## config.mk

```make
export PLATFORM = sky130hd
export DESIGN_NAME = iq_demodulator
export DESIGN_NICKNAME = d
export VERILOG_FILES = /design/src/design/iqd_pkg.sv /design/src/design/iqd_fifo.sv /design/src/design/iqd_front.sv /design/src/design/iqd_back.sv /design/src/design/iq_demodulator.sv
export SDC_FILE = /design/constraint.sdc
export NUM_CORES = 2
export LEC_CHECK = 0
export BUFFER_PORTS_ARGS = -buffer_cell sky130_fd_sc_hd__buf_4
export CAP_MARGIN = 20
export CORE_MARGIN = 4
export CORE_UTILIZATION = 50
export CTS_BUF_LIST = sky130_fd_sc_hd__clkbuf_8
export DETAILED_ROUTE_END_ITERATION = 10
export MAX_ROUTING_LAYER = met4
export PLACE_DENSITY_LB_ADDON = 0.12
export SLEW_MARGIN = 20
export SYNTH_ARGS = -nofsm -noshare
export SYNTH_HDL_FRONTEND = slang
export SYNTH_SLANG_ARGS = --single-unit
export TNS_END_PERCENT = 30
```

## constraint.sdc

```tcl
create_clock -name clk -period 49.3 [get_ports clk]
set_input_delay 9.86 -clock clk [delete_from_list [all_inputs] [get_ports clk]]
set_output_delay 9.86 -clock clk [all_outputs]
set_load 0.02 [all_outputs]
```

## src/design/iqd_pkg.sv

```systemverilog
// ----------------------------------------------------------------------------
// iqd_pkg: shared definitions of the I/Q demodulator
// Mode codes, configuration register indexes and fixed port widths.
// ----------------------------------------------------------------------------
package iqd_pkg;

	localparam int PORT_W          = 16;
	localparam int IN_DATA_W       = 2 * PORT_W;
	localparam int MODE_W          = 2;
	localparam int GAIN_W          = 8;
	localparam int CFG_IDX_W       = 8;
	localparam int CFG_DATA_W      = 8;
	localparam int SAMPLE_BITS_DEF = 16;
	localparam int QUEUE_DEPTH_DEF = 4;

	localparam logic [MODE_W-1:0] MODE_AM  = 2'd0;
	localparam logic [MODE_W-1:0] MODE_USB = 2'd1;
	localparam logic [MODE_W-1:0] MODE_LSB = 2'd2;
	localparam logic [MODE_W-1:0] MODE_RAW = 2'd3;

	localparam logic [CFG_IDX_W-1:0] CFG_MODE = 8'd0;
	localparam logic [CFG_IDX_W-1:0] CFG_GAIN = 8'd1;

	localparam logic [GAIN_W-1:0] GAIN_RESET = 8'd1;

endpackage

```

## src/design/iqd_fifo.sv

```systemverilog
// ----------------------------------------------------------------------------
// iqd_fifo: item queue between front and back
// A small first-in first-out store with a fill count.
// ----------------------------------------------------------------------------
module iqd_fifo #(
	parameter int WIDTH = 35,
	parameter int DEPTH = iqd_pkg::QUEUE_DEPTH_DEF
) (
	input  logic             clk,
	input  logic             arst_n,
	input  logic             push,
	input  logic [WIDTH-1:0] push_data,
	output logic             full,
	input  logic             pop,
	output logic [WIDTH-1:0] head_data,
	output logic             empty
);

	localparam int PTR_W = (DEPTH > 1) ? $clog2(DEPTH) : 1;
	localparam int CNT_W = $clog2(DEPTH + 1);

	logic [WIDTH-1:0] mem_q [DEPTH];
	logic [PTR_W-1:0] wr_ptr_q;
	logic [PTR_W-1:0] rd_ptr_q;
	logic [CNT_W-1:0] count_q;

	assign full      = (count_q == CNT_W'(DEPTH));
	assign empty     = (count_q == '0);
	assign head_data = mem_q[rd_ptr_q];

	always_ff @(posedge clk) begin
		if (push) begin
			mem_q[wr_ptr_q] <= push_data;
		end
	end

	always_ff @(posedge clk or negedge arst_n) begin
		if (!arst_n) begin
			wr_ptr_q <= '0;
			rd_ptr_q <= '0;
			count_q  <= '0;
		end else begin
			if (push) begin
				wr_ptr_q <= (wr_ptr_q == PTR_W'(DEPTH - 1)) ? '0 : wr_ptr_q + 1'b1;
			end
			if (pop) begin
				rd_ptr_q <= (rd_ptr_q == PTR_W'(DEPTH - 1)) ? '0 : rd_ptr_q + 1'b1;
			end
			if (push && !pop) begin
				count_q <= count_q + 1'b1;
			end else if (pop && !push) begin
				count_q <= count_q - 1'b1;
			end
		end
	end

endmodule

```

## src/design/iqd_front.sv

```systemverilog
// ----------------------------------------------------------------------------
// iqd_front: input side of the I/Q demodulator
// Accepts I/Q pairs, forms the energy, sum, difference or raw word for the
// current mode and pushes one queue entry per item.
// ----------------------------------------------------------------------------
module iqd_front #(
	parameter int SAMPLE_BITS = iqd_pkg::SAMPLE_BITS_DEF
) (
	input  logic                           clk,
	input  logic                           arst_n,
	input  logic [iqd_pkg::MODE_W-1:0]     mode,
	input  logic                           s_tvalid,
	output logic                           s_tready,
	input  logic [iqd_pkg::IN_DATA_W-1:0]  s_tdata,   // i_sample[15:0], q_sample[31:16]
	input  logic                           s_tlast,   // block_end
	output logic                           push,
	output logic [2*SAMPLE_BITS+2:0]       push_data,
	input  logic                           full
);

	localparam int S = SAMPLE_BITS;
	localparam int W = 2 * SAMPLE_BITS;

	logic [S-1:0] i_w;
	logic [S-1:0] q_w;
	logic [S-1:0] i_abs;
	logic [S-1:0] q_abs;
	logic [W-1:0] energy;
	logic [W-1:0] word;
	logic         seen_q;

	assign i_w   = s_tdata[S-1:0];
	assign q_w   = s_tdata[iqd_pkg::PORT_W+S-1:iqd_pkg::PORT_W];
	assign i_abs = i_w[S-1] ? (~i_w + 1'b1) : i_w;
	assign q_abs = q_w[S-1] ? (~q_w + 1'b1) : q_w;
	assign energy = W'(i_abs) * W'(i_abs) + W'(q_abs) * W'(q_abs);

	always_comb begin
		case (mode)
			iqd_pkg::MODE_AM:  word = energy;
			iqd_pkg::MODE_USB: word = W'(S'(i_w + q_w));
			iqd_pkg::MODE_LSB: word = W'(S'(i_w - q_w));
			default:           word = {q_w, i_w};
		endcase
	end

	// Ready is held low after reset until seen_q is set by a clock edge.
	always_ff @(posedge clk or negedge arst_n) begin
		if (!arst_n) begin
			seen_q <= 1'b0;
		end else begin
			seen_q <= 1'b1;
		end
	end

	assign s_tready  = seen_q && !full;
	assign push      = s_tvalid && s_tready;
	assign push_data = {s_tlast, mode, word};

endmodule

```

## src/design/iqd_back.sv

```systemverilog
// ----------------------------------------------------------------------------
// iqd_back: execution side of the I/Q demodulator
// Pipelined square root of AM items, one result bit per stage, then gain
// scaling and an output stage that splits raw items into two results.
// ----------------------------------------------------------------------------
module iqd_back #(
	parameter int SAMPLE_BITS = iqd_pkg::SAMPLE_BITS_DEF
) (
	input  logic                          clk,
	input  logic                          arst_n,
	input  logic [iqd_pkg::GAIN_W-1:0]    gain,
	input  logic [2*SAMPLE_BITS+2:0]      head_data,
	input  logic                          empty,
	output logic                          pop,
	output logic                          m_tvalid,
	input  logic                          m_tready,
	output logic [iqd_pkg::PORT_W-1:0]    m_tdata,   // audio_sample[15:0]
	output logic                          m_tuser,   // last_of_item
	output logic                          m_tlast    // block_done
);

	localparam int S  = SAMPLE_BITS;
	localparam int W  = 2 * SAMPLE_BITS;
	localparam int PW = S + iqd_pkg::GAIN_W;

	logic [W-1:0]               n_s    [S];
	logic [W-1:0]               root_s [S];
	logic [iqd_pkg::MODE_W-1:0] op_s   [S];
	logic                       end_s  [S];
	logic                       vld_s  [S];

	logic [W-1:0]               n_nx   [S];
	logic [W-1:0]               root_nx[S];
	logic [iqd_pkg::MODE_W-1:0] op_nx  [S];
	logic                       end_nx [S];
	logic                       vld_nx [S];

	logic en;
	logic out_free;
	logic out_take;

	logic                       out_valid_q;
	logic [iqd_pkg::PORT_W-1:0] out_data_q;
	logic                       out_last_q;
	logic                       out_done_q;
	logic                       pend_q;
	logic [iqd_pkg::PORT_W-1:0] pend_data_q;
	logic                       pend_done_q;

	logic [S-1:0]               fin_val;
	logic [PW-1:0]              prod;
	logic signed [S-1:0]        scaled;
	logic signed [S-1:0]        raw_i;
	logic signed [S-1:0]        raw_q;

	assign out_free = !out_valid_q || m_tready;
	assign out_take = out_free && !pend_q;
	assign en       = !vld_s[S-1] || out_take;
	assign pop      = en && !empty;

	always_comb begin
		for (int k = 0; k < S; k++) begin
			logic [W-1:0]               n_in;
			logic [W-1:0]               r_in;
			logic [W-1:0]               bit_k;
			logic [W-1:0]               trial;
			logic [iqd_pkg::MODE_W-1:0] op_in;
			n_in  = (k == 0) ? head_data[W-1:0] : n_s[(k == 0) ? 0 : k - 1];
			r_in  = (k == 0) ? '0 : root_s[(k == 0) ? 0 : k - 1];
			op_in = (k == 0) ? head_data[W+1:W] : op_s[(k == 0) ? 0 : k - 1];
			bit_k = W'(1) << (W - 2 - 2 * k);
			trial = r_in + bit_k;
			op_nx[k]  = op_in;
			end_nx[k] = (k == 0) ? head_data[W+2] : end_s[(k == 0) ? 0 : k - 1];
			vld_nx[k] = (k == 0) ? !empty : vld_s[(k == 0) ? 0 : k - 1];
			if (op_in == iqd_pkg::MODE_AM && n_in >= trial) begin
				n_nx[k]    = n_in - trial;
				root_nx[k] = (r_in >> 1) + bit_k;
			end else if (op_in == iqd_pkg::MODE_AM) begin
				n_nx[k]    = n_in;
				root_nx[k] = r_in >> 1;
			end else begin
				n_nx[k]    = n_in;
				root_nx[k] = r_in;
			end
		end
	end

	always_ff @(posedge clk or negedge arst_n) begin
		if (!arst_n) begin
			for (int k = 0; k < S; k++) begin
				vld_s[k] <= 1'b0;
			end
		end else if (en) begin
			for (int k = 0; k < S; k++) begin
				vld_s[k] <= vld_nx[k];
			end
		end
	end

	always_ff @(posedge clk) begin
		if (en) begin
			for (int k = 0; k < S; k++) begin
				n_s[k]    <= n_nx[k];
				root_s[k] <= root_nx[k];
				op_s[k]   <= op_nx[k];
				end_s[k]  <= end_nx[k];
			end
		end
	end

	assign fin_val = (op_s[S-1] == iqd_pkg::MODE_AM) ? root_s[S-1][S-1:0] : n_s[S-1][S-1:0];
	assign prod    = PW'(fin_val) * PW'(gain);
	assign scaled  = prod[S-1:0];
	assign raw_i   = n_s[S-1][S-1:0];
	assign raw_q   = n_s[S-1][W-1:S];

	always_ff @(posedge clk or negedge arst_n) begin
		if (!arst_n) begin
			out_valid_q <= 1'b0;
			pend_q      <= 1'b0;
		end else if (out_free) begin
			if (pend_q) begin
				out_valid_q <= 1'b1;
				pend_q      <= 1'b0;
			end else if (vld_s[S-1]) begin
				out_valid_q <= 1'b1;
				pend_q      <= (op_s[S-1] == iqd_pkg::MODE_RAW);
			end else begin
				out_valid_q <= 1'b0;
			end
		end
	end

	always_ff @(posedge clk) begin
		if (out_free) begin
			if (pend_q) begin
				out_data_q <= pend_data_q;
				out_last_q <= 1'b1;
				out_done_q <= pend_done_q;
			end else if (op_s[S-1] == iqd_pkg::MODE_RAW) begin
				out_data_q  <= iqd_pkg::PORT_W'(raw_i);
				out_last_q  <= 1'b0;
				out_done_q  <= 1'b0;
				pend_data_q <= iqd_pkg::PORT_W'(raw_q);
				pend_done_q <= end_s[S-1];
			end else begin
				out_data_q <= iqd_pkg::PORT_W'(scaled);
				out_last_q <= 1'b1;
				out_done_q <= end_s[S-1];
			end
		end
	end

	assign m_tvalid = out_valid_q;
	assign m_tdata  = out_data_q;
	assign m_tuser  = out_last_q;
	assign m_tlast  = out_done_q;

endmodule

```

## src/design/iq_demodulator.sv

```systemverilog
// ----------------------------------------------------------------------------
// iq_demodulator: AM envelope and SSB demodulator for I/Q pairs
// Configuration registers, front end, item queue and execution back end.
// ----------------------------------------------------------------------------
// An accepted pair passes through the item queue, the square-root pipeline and
// the output register before its first result is presented.
// Throughput: one pair per cycle in AM, USB and LSB modes unless the output
// stalls; in raw mode the pipeline holds while the single result port sends Q.
// The square root runs as a SAMPLE_BITS-stage pipeline, one root bit a stage.
// Reset: mode 0, gain 1, queue and pipeline empty; ready rises on a later clock.
// ----------------------------------------------------------------------------
module iq_demodulator #(
	parameter int SAMPLE_BITS = iqd_pkg::SAMPLE_BITS_DEF,
	parameter int QUEUE_DEPTH = iqd_pkg::QUEUE_DEPTH_DEF
) (
	input  logic                            clk,
	input  logic                            arst_n,
	input  logic                            cfg_valid,
	output logic                            cfg_ready,
	input  logic [iqd_pkg::CFG_IDX_W-1:0]   cfg_index,
	input  logic [iqd_pkg::CFG_DATA_W-1:0]  cfg_data,
	input  logic                            s_tvalid,
	output logic                            s_tready,
	input  logic [iqd_pkg::IN_DATA_W-1:0]   s_tdata,   // i_sample[15:0], q_sample[31:16]
	input  logic                            s_tlast,   // block_end
	output logic                            m_tvalid,
	input  logic                            m_tready,
	output logic [iqd_pkg::PORT_W-1:0]      m_tdata,   // audio_sample[15:0]
	output logic                            m_tuser,   // last_of_item
	output logic                            m_tlast    // block_done
);

	localparam int EW = 2 * SAMPLE_BITS + 3;

	logic [iqd_pkg::MODE_W-1:0] mode_q;
	logic [iqd_pkg::GAIN_W-1:0] gain_q;
	logic                       push;
	logic [EW-1:0]              push_data;
	logic                       full;
	logic                       pop;
	logic [EW-1:0]              head_data;
	logic                       empty;

	assign cfg_ready = 1'b1;

	always_ff @(posedge clk or negedge arst_n) begin
		if (!arst_n) begin
			mode_q <= iqd_pkg::MODE_AM;
			gain_q <= iqd_pkg::GAIN_RESET;
		end else if (cfg_valid && cfg_ready) begin
			case (cfg_index)
				iqd_pkg::CFG_MODE: mode_q <= cfg_data[iqd_pkg::MODE_W-1:0];
				iqd_pkg::CFG_GAIN: gain_q <= cfg_data[iqd_pkg::GAIN_W-1:0];
				default: ;
			endcase
		end
	end

	iqd_front #(
		.SAMPLE_BITS(SAMPLE_BITS)
	) u_front (
		.clk      (clk),
		.arst_n   (arst_n),
		.mode     (mode_q),
		.s_tvalid (s_tvalid),
		.s_tready (s_tready),
		.s_tdata  (s_tdata),
		.s_tlast  (s_tlast),
		.push     (push),
		.push_data(push_data),
		.full     (full)
	);

	iqd_fifo #(
		.WIDTH(EW),
		.DEPTH(QUEUE_DEPTH)
	) u_fifo (
		.clk      (clk),
		.arst_n   (arst_n),
		.push     (push),
		.push_data(push_data),
		.full     (full),
		.pop      (pop),
		.head_data(head_data),
		.empty    (empty)
	);

	iqd_back #(
		.SAMPLE_BITS(SAMPLE_BITS)
	) u_back (
		.clk      (clk),
		.arst_n   (arst_n),
		.gain     (gain_q),
		.head_data(head_data),
		.empty    (empty),
		.pop      (pop),
		.m_tvalid (m_tvalid),
		.m_tready (m_tready),
		.m_tdata  (m_tdata),
		.m_tuser  (m_tuser),
		.m_tlast  (m_tlast)
	);

endmodule
```

==> run metrics <==
status finished clean; Top FF cell, synth edfxtp_1; area of the core 138000 sq um; post-route DRC violation count 0; Worst Hold Class reg2reg; via-per-instance ratio ~5.5; row cnt 136; largest net degree at the start of global routing 160; Hold Startpoint u_back.end_s[3][0]; Clock Latency Late Sink 0.88 ns; Synth area leader edfxtp_1; Synth Area per Inst 11.1 sq um; Cell Count, Final, Fillers Out roughly 8.4k; R2R Setup Slk 42.39 ns; TritonCTS Buffers between 150 and 200; final-report setup violation count 0; initial core utilization 50.4%; Area Overhead vs Synth 9.29%; Worst Reg-to-Reg Cells 9; fmax 53.3 MHz; Overflow after GRT 0; Post-synth ARST share 3.56%; Hold-fix buffers, CTS 0; Post-DRT Antenna Nets 0; Die Height 380 microns; unrepaired setup endpoints after global routing false; Worst Path Required 49.86 ns; most area-consuming cells after synthesis edfxtp_1 (42%), fa_1 (13%), ha_1 (9.0%); Final Util 55.1%; Die W 380 microns; Yosys warnings 0; clock buffer depth 3; Total Nets Final 7447; # clock sinks about 1.0k; fin. max-slew vios 0; Vias ~46k; post-synthesis cell area a little under 70000 sq um; register bit total from synthesis 1012; startpoint types input port; share of cells above drive strength 1 9.51%; Setup Skew 0.0691 ns; first-pass GRT wire length 261000 microns; WHS Endpoint u_back.end_s[3][1]; initial drt markers 2534; Worst-Margin Slew 1.10 ns; layout filler cell count 11.9k; CTS tree yes; CP Class in2reg; arrival time worst endpoint 19.30 ns; Register Area 30200 sq um; postcts setup bufs 0; TNS Setup 0 ns; GPL Wtd Cong approximately 0.96; HPWL Detailed 131000 microns; EDFF count, synth 976; H-Tree Depth 4; synthesized instance count 6270; RR Endpoint u_back.op_s[1][3]; DRT Wirelength between 150000 and 200000 microns; reg2reg start u_back.pend_q; initial antenna violation count 3; cts repair resizes 0; Critical Path End Type flop; commonest non-fill, non-tap cells in the layout inv_1 (989), edfxtp_1 (976), nand2_1 (619); I/O pin cnt 75; Synth cell types 95; DP Cell Count just over 8k; Die ar. 145000 sq um; number of global-route vias before repair around 47k; relative max-transition margin 26.1%; commonest non-fill, non-tap cell in the layout inv_1; GR Util All Layers around a quarter; hold path depth 0; MaxCap Viol Count 0; sequential fraction of the synthesis area 43.6%; CTS clk-pin slew, worst paths 0.06 ns; first-pass iteration count of the detailed router 5; clk root buf clkbuf_8; multi-input logic area around 35000 sq um; Routed WL per cell just under 20 microns; port bufs 73; Crit Path Max Fanout 9; Final min period 18.75 ns; final hold viol count 0; Tcrit/Tclk final 38.0%; post-synth top area share 42.3%
## worst max path at each step
stage | start | slack (ns) | cells after the start | to
2_1_floorplan | m_tready | 14.08 | 4 | u_back.vld_nx[0]
3_3_place_gp | s_tdata[17] | 29.19 | 29 | u_fifo.mem_q[0][26]
3_5_place_dp | s_tdata[3] | 29.83 | 28 | u_fifo.mem_q[0][31]
5_1_grt | s_tdata[3] | 30.03 | 28 | u_fifo.mem_q[3][27]
4_1_cts | s_tdata[3] | 30.73 | 28 | u_fifo.mem_q[3][26]
6_report | s_tdata[3] | 30.55 | 28 | u_fifo.mem_q[3][27]
## cell usage after synthesis (22+ instances only)
library cell,instances
nor4_1,55
o21a_1,74
nand2_1,619
a31oi_1,23
nand3_1,68
a211oi_1,22
o211ai_1,26
clkbuf_1,125
or3_1,29
a21oi_1,209
o21ai_0,451
nor2b_1,65
a21o_1,108
mux4_2,34
and2_1,55
ha_1,497
and3_1,35
fa_1,445
xor2_1,97
xnor2_1,209
o31ai_1,50
a21boi_0,31
inv_1,945
nand2b_1,43
nor2_1,359
nand4_1,34
nor3_1,105
o21bai_1,28
mux2_2,158
dfrtp_1,35
edfxtp_1,976
mux2i_1,23
## logic make-up after synthesis
kind of cell / synth area share (%)
buffers and inverters: 5.98
adder cells (fa/ha/maj): 21.8
AND/OR/NAND/NOR: 10.2
other: 0.0108
multiplexers: 4.17
AO/OA/AOI/OAI: 10.3
XOR/XNOR: 3.90
flip-flops: 43.6
## worst max-delay path: stages
cell and delay (ns):
buf_4 0.14, nor4_1 0.83, nand3_1 0.27, o21ai_0 0.25
xor2_1 0.57, clkinv_1 0.50, nand2_1 0.23, inv_1 0.08
fa_1 0.56, fa_1 0.44, fa_1 0.52, inv_1 0.05
fa_1 0.47, inv_1 0.05, fa_1 0.49, fa_1 0.59
fa_1 0.45, fa_1 0.50, ha_1 0.36, a21oi_1 0.13
o21ai_0 0.15, or3_1 0.36, o21a_1 0.24, a311oi_1 0.42
o21bai_1 0.12, a21oi_1 0.18, xor2_1 0.08, o21ai_0 0.40
## cell type report
type / count / area share, %
clock inverter: 144 / 1.56
timing repair buffer: 135 / 1.40
antenna: 4 / 0.0132
tap: 1794 / 2.96
inverter: 963 / 4.77
sequential: 1012 / 39.9
clock buffer: 167 / 3.03
multi-input combinational: 4172 / 46.4
## metal layers
metal	global-route usage, %	wire length, microns	part of all wire, %
met5	-	0	0
met4	9.03	6510	3.9
met3	3.30	7350	4.4
met2	41.1	84900	51
met1	28.0	67100	40
## through the flow
step | setup slack, ns | hold WS (ns) | cell area, sq um
finish | 30.55 | 0.418 | 75800
global route | 30.03 | 0.426 | 75800
CTS | 30.73 | 0.420 | 75700
detailed placement | 29.83 | 0.405 | 72300
global placement | 29.19 | 0.401 | 72200
floorplan | 14.08 | 0.400 | 69400
## sequential cells by signal, summed over array words and instances (netlist names), 15 cells and up
register,flops
u_fifo.mem_q,140
u_back.m_tdata,16
u_back.n_s,512
u_back.op_s,32
u_back.vld_nx,15
u_back.end_s,16
u_back.root_s,241
u_back.pend_data_q,16
Power is left out: the tool's default activity adds up to more than one toggle a clock period on the data nets, which glitch-free logic cannot reach.
